$ cat config.mk
export PLATFORM = sky130hd
export DESIGN_NAME = dsl_token_lexer_core
export DESIGN_NICKNAME = d
export VERILOG_FILES = /design/src/dtl_pkg.sv /design/src/dsl_token_lexer_core.sv /design/src/dtl_front.sv /design/src/dtl_queue.sv
export SDC_FILE = /design/constraint.sdc
export NUM_CORES = 1
export LEC_CHECK = 0
export ABC_CLOCK_PERIOD_IN_PS = 8700
export BUFFER_PORTS_ARGS = -buffer_cell sky130_fd_sc_hd__buf_2
export CORE_UTILIZATION = 65
export DETAILED_ROUTE_END_ITERATION = 8
export PLACE_DENSITY = 0.86
export SLEW_MARGIN = 30
export SYNTH_ARGS = -nofsm -noshare
export SYNTH_HDL_FRONTEND = slang
export SYNTH_SLANG_ARGS = --single-unit
$ cat constraint.sdc
create_clock -name i_clk -period 8.7 [get_ports i_clk]
set_clock_uncertainty 0.1 [all_clocks]
set_input_delay 0.435 -clock i_clk [delete_from_list [all_inputs] [get_ports i_clk]]
set_output_delay 0.435 -clock i_clk [all_outputs]
set_load 0.01 [all_outputs]
$ cat src/dtl_pkg.sv
package dtl_pkg;

    localparam int LINE_BITS_DEF = 16;
    localparam int NKW           = 14;

    localparam logic [4:0] TYPE_IDENT  = 5'd0;
    localparam logic [4:0] TYPE_NUMBER = 5'd1;
    localparam logic [4:0] TYPE_STRING = 5'd2;
    localparam logic [4:0] TYPE_KW0    = 5'd3;
    localparam logic [4:0] TYPE_SYM0   = 5'd17;
    localparam logic [4:0] TYPE_EOF    = 5'd25;

    localparam logic [2:0] ERR_NONE     = 3'd0;
    localparam logic [2:0] ERR_ESC_EOI  = 3'd1;
    localparam logic [2:0] ERR_BAD_ESC  = 3'd2;
    localparam logic [2:0] ERR_STR_EOI  = 3'd3;
    localparam logic [2:0] ERR_UNEXPECT = 3'd4;

    // one result word without its line number
    typedef struct packed {
        logic [4:0] token_type;
        logic       char_valid;
        logic [7:0] content_char;
        logic       token_done;
        logic [2:0] error_code;
    } t_res;

    // keyword text, character at position p of keyword k (blank past its end, 0 from position 10 on)
    function automatic logic [7:0] kw_char(input logic [3:0] k, input logic [3:0] p);
        logic [8*10-1:0] s;
        case (k)
            4'd0:    s = "template  ";
            4'd1:    s = "service   ";
            4'd2:    s = "stage     ";
            4'd3:    s = "use       ";
            4'd4:    s = "from      ";
            4'd5:    s = "run       ";
            4'd6:    s = "copy      ";
            4'd7:    s = "env       ";
            4'd8:    s = "expose    ";
            4'd9:    s = "cmd       ";
            4'd10:   s = "entrypoint";
            4'd11:   s = "workdir   ";
            4'd12:   s = "port      ";
            4'd13:   s = {"depends", "_on"};
            default: s = "          ";
        endcase
        if (p < 4'd10) begin
            kw_char = s[8*(9-p) +: 8];
        end else begin
            kw_char = 8'd0;
        end
    endfunction

    function automatic logic [3:0] kw_len(input logic [3:0] k);
        case (k)
            4'd0:    kw_len = 4'd8;
            4'd1:    kw_len = 4'd7;
            4'd2:    kw_len = 4'd5;
            4'd3:    kw_len = 4'd3;
            4'd4:    kw_len = 4'd4;
            4'd5:    kw_len = 4'd3;
            4'd6:    kw_len = 4'd4;
            4'd7:    kw_len = 4'd3;
            4'd8:    kw_len = 4'd6;
            4'd9:    kw_len = 4'd3;
            4'd10:   kw_len = 4'd10;
            4'd11:   kw_len = 4'd7;
            4'd12:   kw_len = 4'd4;
            4'd13:   kw_len = 4'd10;
            default: kw_len = 4'd0;
        endcase
    endfunction

endpackage

$ cat src/dsl_token_lexer_core.sv
// Streaming lexer for a small build-description language.
// Input channel: push/full with i_opcode (0 byte, 1 end of input) and i_in_byte.
// Output channel: empty/pop; the oldest result word sits on the o_ ports while
// o_empty is low. A byte yields zero, one or two words.
// Throughput: one byte per cycle while the result queue has room for two words.
// A word enters the queue as its byte is accepted; older words are handed out first.
// The scanner state is a single register stage; the four-word queue decouples
// it from the reader. When the reader stalls the queue fills and full rises
// once fewer than two slots remain.
// Reset clears scanner state (line count one, normal mode) and empties the
// queue. After an error the block gives no more words until reset.
module dsl_token_lexer_core #(
    parameter int LINE_BITS = dtl_pkg::LINE_BITS_DEF
) (
    input  logic        i_clk,
    input  logic        i_rst_n,
    input  logic        push,
    output logic        full,
    input  logic        i_opcode,
    input  logic [7:0]  i_in_byte,
    output logic        empty,
    input  logic        pop,
    output logic [4:0]  o_token_type,
    output logic        o_char_valid,
    output logic [7:0]  o_content_char,
    output logic        o_token_done,
    output logic [15:0] o_line_number,
    output logic [2:0]  o_error_code
);

    logic          take, room2;
    logic [1:0]    cnt;
    dtl_pkg::t_res res0, res1, res_q;
    logic [15:0]   line0, line1;

    assign full = !room2;
    assign take = push && room2;

    dtl_front #(.LINE_BITS(LINE_BITS)) u_front (
        .i_clk(i_clk), .i_rst_n(i_rst_n), .i_take(take),
        .i_opcode(i_opcode), .i_in_byte(i_in_byte),
        .o_cnt(cnt), .o_res0(res0), .o_res1(res1),
        .o_line0(line0), .o_line1(line1)
    );

    dtl_queue #(.DEPTH(4)) u_queue (
        .i_clk(i_clk), .i_rst_n(i_rst_n),
        .i_wr_cnt(take ? cnt : 2'd0),
        .i_res0(res0), .i_res1(res1), .i_line0(line0), .i_line1(line1),
        .o_room2(room2), .i_pop(pop), .o_empty(empty),
        .o_res(res_q), .o_line(o_line_number)
    );

    assign o_token_type   = res_q.token_type;
    assign o_char_valid   = res_q.char_valid;
    assign o_content_char = res_q.content_char;
    assign o_token_done   = res_q.token_done;
    assign o_error_code   = res_q.error_code;

endmodule

$ cat src/dtl_front.sv
// Scanner: classifies each byte and builds up to two result words per byte.
module dtl_front #(
    parameter int LINE_BITS = dtl_pkg::LINE_BITS_DEF
) (
    input  logic           i_clk,
    input  logic           i_rst_n,
    input  logic           i_take,
    input  logic           i_opcode,
    input  logic [7:0]     i_in_byte,
    output logic [1:0]     o_cnt,
    output dtl_pkg::t_res  o_res0,
    output dtl_pkg::t_res  o_res1,
    output logic [15:0]    o_line0,
    output logic [15:0]    o_line1
);

    typedef enum logic [2:0] {
        M_NORMAL, M_COMMENT, M_IDENT, M_NUMBER, M_STRING, M_ESCAPE, M_HALT
    } t_mode;

    localparam logic [LINE_BITS-1:0] LINE_MAX = {LINE_BITS{1'b1}};

    t_mode                 r_mode, n_mode;
    logic [LINE_BITS-1:0]  r_line, n_line;
    logic [13:0]           r_alive, n_alive;
    logic [3:0]            r_len, n_len;

    logic                  is_alpha, is_digit, is_idc;
    logic [13:0]           alive_upd;
    logic [4:0]            id_type;
    logic [3:0]            sym_idx;
    logic                  is_sym;
    logic [LINE_BITS-1:0]  line_inc;

    assign is_alpha = (i_in_byte >= 8'h61 && i_in_byte <= 8'h7a) ||
                      (i_in_byte >= 8'h41 && i_in_byte <= 8'h5a);
    assign is_digit = i_in_byte >= 8'h30 && i_in_byte <= 8'h39;
    assign is_idc   = is_alpha || is_digit || i_in_byte == 8'h5f;
    assign line_inc = (r_line == LINE_MAX) ? r_line : r_line + 1'b1;

    // match bits for the current byte against every keyword
    always_comb begin
        for (int k = 0; k < dtl_pkg::NKW; k++) begin
            alive_upd[k] = r_alive[k] && (r_len < dtl_pkg::kw_len(4'(k))) &&
                           (dtl_pkg::kw_char(4'(k), r_len) == i_in_byte);
        end
    end

    // final identifier type, first live keyword of matching length
    always_comb begin
        id_type = dtl_pkg::TYPE_IDENT;
        for (int k = dtl_pkg::NKW - 1; k >= 0; k--) begin
            if (r_alive[k] && dtl_pkg::kw_len(4'(k)) == r_len) begin
                id_type = dtl_pkg::TYPE_KW0 + 5'(k);
            end
        end
    end

    // symbol lookup
    always_comb begin
        is_sym  = 1'b1;
        case (i_in_byte)
            8'h7b:   sym_idx = 4'd0;
            8'h7d:   sym_idx = 4'd1;
            8'h28:   sym_idx = 4'd2;
            8'h29:   sym_idx = 4'd3;
            8'h5b:   sym_idx = 4'd4;
            8'h5d:   sym_idx = 4'd5;
            8'h2c:   sym_idx = 4'd6;
            8'h3d:   sym_idx = 4'd7;
            default: begin
                sym_idx = 4'd0;
                is_sym  = 1'b0;
            end
        endcase
    end

    // next state and result words
    always_comb begin
        dtl_pkg::t_res res [2];
        logic [1:0]    cnt;
        logic          btw;
        logic [15:0]   l_first;
        n_mode  = r_mode;
        n_line  = r_line;
        n_alive = r_alive;
        n_len   = r_len;
        cnt     = 2'd0;
        btw     = 1'b0;
        res[0]  = '0;
        res[1]  = '0;
        l_first = 16'(r_line);
        if (i_opcode) begin
            case (r_mode)
                M_HALT: ;
                M_STRING: begin
                    res[0].error_code = dtl_pkg::ERR_STR_EOI;
                    cnt = 2'd1;
                    n_mode = M_HALT;
                end
                M_ESCAPE: begin
                    res[0].error_code = dtl_pkg::ERR_ESC_EOI;
                    cnt = 2'd1;
                    n_mode = M_HALT;
                end
                default: begin
                    if (r_mode == M_IDENT || r_mode == M_NUMBER) begin
                        res[0].token_type = (r_mode == M_IDENT) ? id_type
                                                                : dtl_pkg::TYPE_NUMBER;
                        res[0].token_done = 1'b1;
                        cnt = 2'd1;
                    end
                    res[cnt[0]].token_type = dtl_pkg::TYPE_EOF;
                    res[cnt[0]].token_done = 1'b1;
                    cnt     = cnt + 2'd1;
                    n_mode  = M_NORMAL;
                    n_line  = LINE_BITS'(1);
                    n_alive = '1;
                    n_len   = '0;
                end
            endcase
        end else begin
            case (r_mode)
                M_HALT: ;
                M_COMMENT: begin
                    if (i_in_byte == 8'h0a) begin
                        n_mode = M_NORMAL;
                        n_line = line_inc;
                    end
                end
                M_IDENT: begin
                    if (is_idc) begin
                        n_alive = alive_upd;
                        n_len = (r_len == 4'd15) ? r_len : r_len + 4'd1;
                        res[0].char_valid = 1'b1;
                        res[0].content_char = i_in_byte;
                        cnt = 2'd1;
                    end else begin
                        res[0].token_type = id_type;
                        res[0].token_done = 1'b1;
                        cnt = 2'd1;
                        btw = 1'b1;
                    end
                end
                M_NUMBER: begin
                    res[0].char_valid = is_digit;
                    res[0].content_char = is_digit ? i_in_byte : 8'd0;
                    res[0].token_type = is_digit ? dtl_pkg::TYPE_IDENT
                                                 : dtl_pkg::TYPE_NUMBER;
                    res[0].token_done = !is_digit;
                    cnt = 2'd1;
                    btw = !is_digit;
                end
                M_STRING: begin
                    if (i_in_byte == 8'h22) begin
                        res[0].token_type = dtl_pkg::TYPE_STRING;
                        res[0].token_done = 1'b1;
                        cnt = 2'd1;
                        n_mode = M_NORMAL;
                    end else if (i_in_byte == 8'h5c) begin
                        n_mode = M_ESCAPE;
                    end else begin
                        if (i_in_byte == 8'h0a) begin
                            n_line = line_inc;
                            l_first = 16'(line_inc);
                        end
                        res[0].char_valid = 1'b1;
                        res[0].content_char = i_in_byte;
                        cnt = 2'd1;
                    end
                end
                M_ESCAPE: begin
                    cnt = 2'd1;
                    res[0].char_valid = 1'b1;
                    n_mode = M_STRING;
                    case (i_in_byte)
                        8'h6e:   res[0].content_char = 8'h0a;
                        8'h74:   res[0].content_char = 8'h09;
                        8'h22:   res[0].content_char = 8'h22;
                        8'h5c:   res[0].content_char = 8'h5c;
                        default: begin
                            res[0] = '0;
                            res[0].error_code = dtl_pkg::ERR_BAD_ESC;
                            n_mode = M_HALT;
                        end
                    endcase
                end
                default: btw = 1'b1;
            endcase
            // byte between tokens, possibly after a finished token
            if (btw) begin
                n_mode = M_NORMAL;
                if (i_in_byte == 8'h20 || i_in_byte == 8'h09 || i_in_byte == 8'h0d) begin
                end else if (i_in_byte == 8'h0a) begin
                    n_line = line_inc;
                end else if (i_in_byte == 8'h23) begin
                    n_mode = M_COMMENT;
                end else if (is_alpha || i_in_byte == 8'h5f) begin
                    n_mode = M_IDENT;
                    for (int k = 0; k < dtl_pkg::NKW; k++) begin
                        n_alive[k] = dtl_pkg::kw_char(4'(k), 4'd0) == i_in_byte;
                    end
                    n_len = 4'd1;
                    res[cnt[0]].char_valid = 1'b1;
                    res[cnt[0]].content_char = i_in_byte;
                    cnt = cnt + 2'd1;
                end else if (is_digit) begin
                    n_mode = M_NUMBER;
                    res[cnt[0]].char_valid = 1'b1;
                    res[cnt[0]].content_char = i_in_byte;
                    cnt = cnt + 2'd1;
                end else if (i_in_byte == 8'h22) begin
                    n_mode = M_STRING;
                end else if (is_sym) begin
                    res[cnt[0]].token_type = dtl_pkg::TYPE_SYM0 + 5'(sym_idx);
                    res[cnt[0]].char_valid = 1'b1;
                    res[cnt[0]].content_char = i_in_byte;
                    res[cnt[0]].token_done = 1'b1;
                    cnt = cnt + 2'd1;
                end else begin
                    res[cnt[0]].error_code = dtl_pkg::ERR_UNEXPECT;
                    cnt = cnt + 2'd1;
                    n_mode = M_HALT;
                end
            end
        end
        o_cnt   = cnt;
        o_res0  = res[0];
        o_res1  = res[1];
        o_line0 = l_first;
        o_line1 = 16'(r_line);
    end

    // hold scan state
    always_ff @(posedge i_clk) begin
        if (!i_rst_n) begin
            r_mode  <= M_NORMAL;
            r_line  <= LINE_BITS'(1);
            r_alive <= '1;
            r_len   <= '0;
        end else if (i_take) begin
            r_mode  <= n_mode;
            r_line  <= n_line;
            r_alive <= n_alive;
            r_len   <= n_len;
        end
    end

endmodule

$ cat src/dtl_queue.sv
// Result queue: takes up to two words per cycle, hands out one.
module dtl_queue #(
    parameter int DEPTH = 4
) (
    input  logic           i_clk,
    input  logic           i_rst_n,
    input  logic [1:0]     i_wr_cnt,
    input  dtl_pkg::t_res  i_res0,
    input  dtl_pkg::t_res  i_res1,
    input  logic [15:0]    i_line0,
    input  logic [15:0]    i_line1,
    output logic           o_room2,
    input  logic           i_pop,
    output logic           o_empty,
    output dtl_pkg::t_res  o_res,
    output logic [15:0]    o_line
);

    localparam int AW = $clog2(DEPTH);

    dtl_pkg::t_res  r_res  [DEPTH];
    logic [15:0]    r_line [DEPTH];
    logic [AW-1:0]  r_wp, r_rp;
    logic [AW:0]    r_cnt;
    logic           pop_ok;

    assign o_empty = r_cnt == '0;
    assign pop_ok  = i_pop && !o_empty;
    assign o_room2 = r_cnt <= (AW+1)'(DEPTH - 2);
    assign o_res   = r_res[r_rp];
    assign o_line  = r_line[r_rp];

    // write words in order
    always_ff @(posedge i_clk) begin
        if (i_wr_cnt != 2'd0) begin
            r_res[r_wp]  <= i_res0;
            r_line[r_wp] <= i_line0;
        end
        if (i_wr_cnt == 2'd2) begin
            r_res[AW'(r_wp + 1'b1)]  <= i_res1;
            r_line[AW'(r_wp + 1'b1)] <= i_line1;
        end
    end

    // advance pointers
    always_ff @(posedge i_clk) begin
        if (!i_rst_n) begin
            r_wp  <= '0;
            r_rp  <= '0;
            r_cnt <= '0;
        end else begin
            r_wp  <= r_wp + AW'(i_wr_cnt);
            r_rp  <= r_rp + AW'(pop_ok);
            r_cnt <= r_cnt + (AW+1)'(i_wr_cnt) - (AW+1)'(pop_ok);
        end
    end

endmodule

==> results.md, run 1 <==
* Worst r2r src: u_front.r_len[2]
* Worst Setup Path Type: reg2reg
* Post_cts resized at 0
* Share of layout cells above drive strength 1 at 0.152
* Main synth FF type: edfxtp_1
* Hold slack final at 0.364 ns
* Clock tree buffer depth at 2
* Met3 WL at 3140 um
* Fmax at 0.220 GHz
* WP buf/inv at 1
* Sink Count at 180
* Worst-Skew Late Latency at 0.44 ns
* DIE HEIGHT at 140 um
* Cts hold-fix bufs at 0
* Yosys top cell area share at 0.331
* Die W at 140 um
* Final ANT Viol Nets at 0
* Slowest CP cell: xnor2_1
* R2R depth at 10
* Num ports at 49
* Avg WL per Cell at 23.5 um
* Hold Path Depth at 2
* CP endpoint kind: flop
* Final setup TNS at 0 ns
* Most common cell after layout, fill and taps aside: edfxtp_1
* Worst Hold End: u_front.r_mode[2]
* Leakage at 4.96 nW
* Met1 WL at 14,100 um
* Root Buffer: clkbuf_16
* Port bufs at 48
* Max-Cap Viols at 0
* Via count at 10,300
* First-pass GRT wire length at 54,300 um
* Final #Nets at 1,243
* Via density at 7.05
* Cts bufs inserted at 17
* Initial core utilization at 0.662
* CTS H-Tree Depth at 4
* RSZ-0062 raised after global routing: false
* Worst-Margin Slew at 0.960 ns
* Die ar. at 19,500 um^2
* Status: completed
* Clock Pin Slew Worst Setup and Hold Paths at 0.07 ns
* Core Box Area at 18,600 um^2
* Placement Rows at 50
* Netlist cell types at 98
* FF+latch count, synth at 180
* DRC at 0
* Crit path required time at 8.96 ns
* Dpl ws at 4.17 ns
* Iteration-0 DRC Markers at 1,304
* Startpoint class of the critical path: flop
* Hold WC Path Type: in2reg
* Dpl cells at 1,426
* VDD IR max at 0.146 mV
* Final setup violation count at 0
* Yosys top cell by area: edfxtp_1
* Area added between synthesis and finish at 7.12%
* Ratio of final minimum period to clock period at 0.522
* Setup ws final at 4.16 ns
* DRT Wirelength at 34,200 um
* Power Density at 219 nW/um^2
* Largest net degree at the start of global routing at 41
* Top area cells in the synthesized netlist: edfxtp_1 (33%), dfxtp_1 (7.1%), mux4_2 (6.2%), xnor2_1 (5.2%), mux2i_1 (5.0%)
* Post-synth ARST share at 0
* Most frequent cells in the layout: edfxtp_1 (136), nor2_1 (87), nand2_1 (84), xnor2_1 (73), a21oi_1 (64)
* Top routing layer used: met4
* Vias in the first global route at 9,650
* Final hold vios at 0
* Mapped Cells at 1,228
* Hold path start: i_rst_n
* Synth warnings at 0
* Total GRT Usage at 0.359
* Tmin final at 4.54 ns
* Clock tree from TritonCTS: yes
* Slowest stage delay, CP at 0.88 ns
* Synthesized Nets at 1,260
* Mapped Avg Cell Area at 10.0 um^2
* DR pass1 iterations at 6
* Critical path arrival at 4.81 ns
* Cell Count, Final, Fillers Out at 1,458
* Slew headroom at 0.360
* Inserted Diodes at 0
* GRT Residual Overflow at 0
* GPL Wtd Cong at 0.974
* Routed wl met2 at 16,100 um
* Crit-path max FO at 25
* Max-slew violations at 0
* R2r endpoint: u_front.r_alive[3]
* R2R setup slack at 4.16 ns
* DP HPWL at 24,400 um
* CP top delay family: compound AO/OA/AOI/OAI gates
* Post-synth EDFFs at 136
* CP cell instances: inv_1 -> ha_1 -> xnor2_1 -> nor2_1 -> o21ai_1 -> nor2b_1 -> or3_1 -> a2111oi_0 -> nor4_1 -> nor3_1
* Initial antenna violation count at 0
* Post-CTS setup buffers at 0
* Seq/Total Area, Yosys at 0.403
* Mapped Area at 12,300 um^2
==> kinds of logic (layout without fill, tap and decap cells) <==
kind of cell / Yosys count / in the layout / synth area share
simple gates: 381 / 381 / 0.164
compound gates: 300 / 300 / 0.166
flops: 180 / 180 / 0.403
buf+inv: 126 / 122 / 0.0431
xor+xnor: 113 / 113 / 0.0802
mux: 109 / 109 / 0.124
fa+ha+maj: 19 / 19 / 0.0199
==> power breakdown <==
part / internal [mW] / total, mW / switching, mW
clock network: 0.389 / 0.776 / 0.387
registers: 1.10 / 1.17 / 0.0789
logic: 0.376 / 0.942 / 0.566
total: 1.86 / 2.89 / 1.03
==> flip-flops by register name, summed over array words and instances, names as in the netlist <==
name	flops
u_front.o_line1	16
u_front.r_alive	14
u_front.r_len	4
u_front.r_mode	3
u_queue.r_cnt	3
u_queue.r_line	64
u_queue.r_res	72
u_queue.r_rp	2
u_queue.r_wp	2
==> synth_stat cells (all sizes together) (26+ instances only) <==
cell	n
mux2i	61
nor2	93
xor2	40
nand2	86
nor3	29
clkbuf	59
inv	31
xnor2	73
mux4	34
a31oi	35
o21ai	69
a21oi	64
buf	34
nand3	38
edfxtp	136
and2	26
dfxtp	44
==> area by class of cell <==
type | instances | area [um^2]
fill | 1358 | 5430
clock buffer | 17 | 425
multi-input combinational | 922 | 6880
inverter | 33 | 124
tap | 234 | 293
timing repair buffer | 57 | 348
clock inverter | 15 | 173
sequential | 180 | 4970
==> per-layer routing <==
layer | GRT usage | vias up
met2 | 0.577 | 620
met3 | 0.0554 | 86
met5 | 0 | -
met1 | 0.501 | 4968
li1 | - | 4605
met4 | 0.113 | 0
==> worst max-delay path by stage <==
stage / slack [ns] / start / end / cells after the start
6_report: 4.16 / u_front.r_len[2] / u_front.r_alive[3] / 10
5_1_grt: 3.98 / u_front.r_len[2] / u_front.r_alive[7] / 10
4_1_cts: 4.39 / u_front.r_len[2] / u_front.r_alive[3] / 10
3_5_place_dp: 4.17 / i_in_byte[0] / u_queue.r_line[2][12] / 10
3_3_place_gp: 4.22 / i_in_byte[0] / u_queue.r_line[1][1] / 9
2_1_floorplan: 3.09 / i_in_byte[4] / u_queue.r_line[0][0] / 11
==> through the flow <==
| stage | power (mW) | util | cell area, um^2 |
|---|---|---|---|
| 2_1_floorplan | 1.81 | - | 12300 |
| 3_3_place_gp | 2.07 | 0.674 | 12600 |
| 3_5_place_dp | 2.12 | 0.677 | 12600 |
| 4_1_cts | 2.88 | 0.709 | 13200 |
| 5_1_grt | 3.00 | 0.709 | 13200 |
| 6_report | 2.89 | 0.709 | 13200 |
(Power assumes the default switching activity.)
==> inputs of run 2 (changes only) <==
Settings changed: ABC_CLOCK_PERIOD_IN_PS 8700 to 4300, CORE_UTILIZATION 65 to 63, PLACE_DENSITY 0.86 to 0.84.
Clock period 8.7 ns to 4.3 ns, I/O delays scaled along.
==> results.md, run 2 (same netlist as run 1, synthesis figures left out) <==
* Status: completed (unchanged)
* DP HPWL at 23,600 um (was 24,400 um)
* Final hold vios at 0 (unchanged)
* Area added between synthesis and finish at 9.16% (was 7.12%)
* Startpoint class of the critical path: flop (unchanged)
* Crit-path max FO at 12 (was 25)
* Slowest CP cell: dfxtp_1 (was xnor2_1)
* Tmin final at 3.69 ns (was 4.54 ns)
* DR pass1 iterations at 6 (unchanged)
* Filler Cell Count at 1,393 (was 1,358)
* Initial core utilization at 0.651 (was 0.662)
* Cts bufs inserted at 17 (unchanged)
* Via density at 6.75 (was 7.05)
* Cts hold-fix bufs at 0 (unchanged)
* DRT Wirelength at 33,400 um (was 34,200 um)
* Final Instance Area at 13,500 um^2 (was 13,200 um^2)
* Die ar. at 20,100 um^2 (was 19,500 um^2)
* Slowest stage delay, CP at 0.55 ns (was 0.88 ns)
* GR Layer Usage met2 at 0.551 (was 0.577)
* GRT met1 Usage at 0.468 (was 0.501)
* Fmax at 0.271 GHz (was 0.220 GHz)
* Max-Cap Viols at 0 (unchanged)
* GPL Wtd Cong at 1.00 (was 0.974)
* Total power at 5.82 mW (was 2.89 mW)
* Share of layout cells above drive strength 1 at 0.173 (was 0.152)
* Post_cts resized at 0 (unchanged)
* VDD IR max at 0.279 mV (was 0.146 mV)
* Worst-Skew Late Latency at 0.45 ns (was 0.44 ns)
* Largest reg by FF count: u_queue.r_res (unchanged)
* Worst-Margin Slew at 0.984 ns (was 0.960 ns)
* CP top delay family: adder cells (was compound AO/OA/AOI/OAI gates)
* Worst Setup Path Type: reg2reg (unchanged)
* Most common cell after layout, fill and taps aside: edfxtp_1 (unchanged)
* Power Density at 432 nW/um^2 (was 219 nW/um^2)
* Vias in the first global route at 9,806 (was 9,650)
* RSZ-0062 raised after global routing: false (unchanged)
* Number of flip-flops under the largest register name at 72 (unchanged)
* Final ANT Viol Nets at 0 (unchanged)
* CP cell instances: nor2b_1 -> nor2_1 -> a41o_1 -> inv_1 -> ha_1 -> o21a_1 -> a41oi_2 -> nor2_4 -> inv_2 -> ha_1 -> fa_1 -> xor2_1 -> xnor2_1 -> and2_1 (was inv_1 -> ha_1 -> xnor2_1 -> nor2_1 -> o21ai_1 -> nor2b_1 -> or3_1 -> a2111oi_0 -> nor4_1 -> nor3_1)
* Ratio of final minimum period to clock period at 0.857 (was 0.522)
* Placement Rows at 50 (unchanged)
* Critical path arrival at 3.93 ns (was 4.81 ns)
* CTS H-Tree Depth at 4 (unchanged)
* Post-CTS setup buffers at 0 (unchanged)
* Crit path required time at 4.55 ns (was 8.96 ns)
* DRC at 0 (unchanged)
* Num ports at 49 (unchanged)
* Core Box Area at 19,000 um^2 (was 18,600 um^2)
* Area after DPL at 12,900 um^2 (was 12,600 um^2)
* Most frequent cells in the layout: edfxtp_1 (136), nor2_1 (88), nand2_1 (84), xnor2_1 (73), a21oi_1 (64) (was edfxtp_1 (136), nor2_1 (87), nand2_1 (84), xnor2_1 (73), a21oi_1 (64))
* Die W at 142 um (was 140 um)
* Met3 Use GR at 0.0574 (was 0.0554)
* Avg WL per Cell at 22.0 um (was 23.5 um)
* Final setup violation count at 0 (unchanged)
* Port bufs at 48 (unchanged)
* WP buf/inv at 2 (was 1)
* First-pass GRT wire length at 53,400 um (was 54,300 um)
* CP endpoint kind: flop (unchanged)
* Inserted Diodes at 0 (unchanged)
* Iteration-0 DRC Markers at 1,163 (was 1,304)
* Most Frequent Cell on Critical Path: ha_1
* Max-slew violations at 0 (unchanged)
* Total GRT Usage at 0.344 (was 0.359)
* Final #Nets at 1,276 (was 1,243)
* Initial antenna violation count at 0 (unchanged)
* Via count at 10,200 (was 10,300)
* Hold WC Path Type: in2reg (unchanged)
* Root Buffer: clkbuf_16 (unchanged)
* GR peak layer: met2 (unchanged)
* Leakage at 5.11 nW (was 4.96 nW)
* Sink Count at 180 (unchanged)
* GRT Residual Overflow at 0 (unchanged)
* Clock Pin Slew Worst Setup and Hold Paths at 0.07 ns (about the same)
* Clock tree from TritonCTS: yes (unchanged)
* DIE HEIGHT at 142 um (was 140 um)
* Clock tree buffer depth at 2 (unchanged)
* Largest net degree at the start of global routing at 36 (was 41)
* Slew headroom at 0.344 (was 0.360)
-- run 2: cell types whose count changed in the layout (fill, tap and decap cells not counted), moves of 2 or more --
cell	previous run	this run
buf_4	7	40
buf_12	0	2
buf_16	2	0
inv_6	3	1
-- run 2: tightest hold or removal path, stage by stage --
cell	delay (ns)
buf_2	0.25
o21ai_0	0.13
a21oi_1	0.05
-- run 2: cell type report --
class | instances | area (um^2) | area share
Tap cell | 260 | 325 | 0.0242
Inverter | 33 | 124 | 0.00920
Multi-Input combinational cell | 922 | 6880 | 0.511
Sequential cell | 180 | 4970 | 0.369
Clock inverter | 15 | 161 | 0.0120
Timing Repair Buffer | 90 | 581 | 0.0431
Clock buffer | 17 | 425 | 0.0316
-- run 2: final timing paths --
kind	endpoint	start	depth (start not counted)	slack, ns
worst max-delay path	u_queue.r_cnt[2]	u_front.r_mode[1]	14	0.61
worst max register to register	u_queue.r_cnt[2]	u_front.r_mode[1]	14	0.61
worst min register to register	u_front.r_alive[10]	u_front.r_alive[10]	1	0.40
worst min-delay path	u_front.r_len[0]	i_rst_n	3	0.14
-- run 2: layer usage --
layer / part of all wire / up-vias
met4: 0.030 / 0
li1: - / 4661
met1: 0.41 / 4900
met2: 0.47 / 577
met5: 0 / -
met3: 0.085 / 103
-- run 2: report_power, final --
group | switching [mW] | total, mW | internal (mW) | leakage (nW)
clock network | 0.773 | 1.55 | 0.779 | 0.280
logic | 1.07 | 1.85 | 0.780 | 3.19
registers | 0.204 | 2.42 | 2.21 | 1.64
total | 2.05 | 5.82 | 3.77 | 5.11
-- run 2: per-stage QoR --
step	TNS, ns	utilization	hold WS [ns]	setup slack, ns	std cells
after floorplan	-2.59	-	0.350	-0.0382	1228
after global placement	0	0.679	0.369	0.668	1485
after detailed placement	0	0.679	0.378	0.543	1485
after CTS	0	0.710	0.123	0.638	1517
after global routing	0	0.710	0.160	0.396	1517
final	0	0.710	0.138	0.614	1517
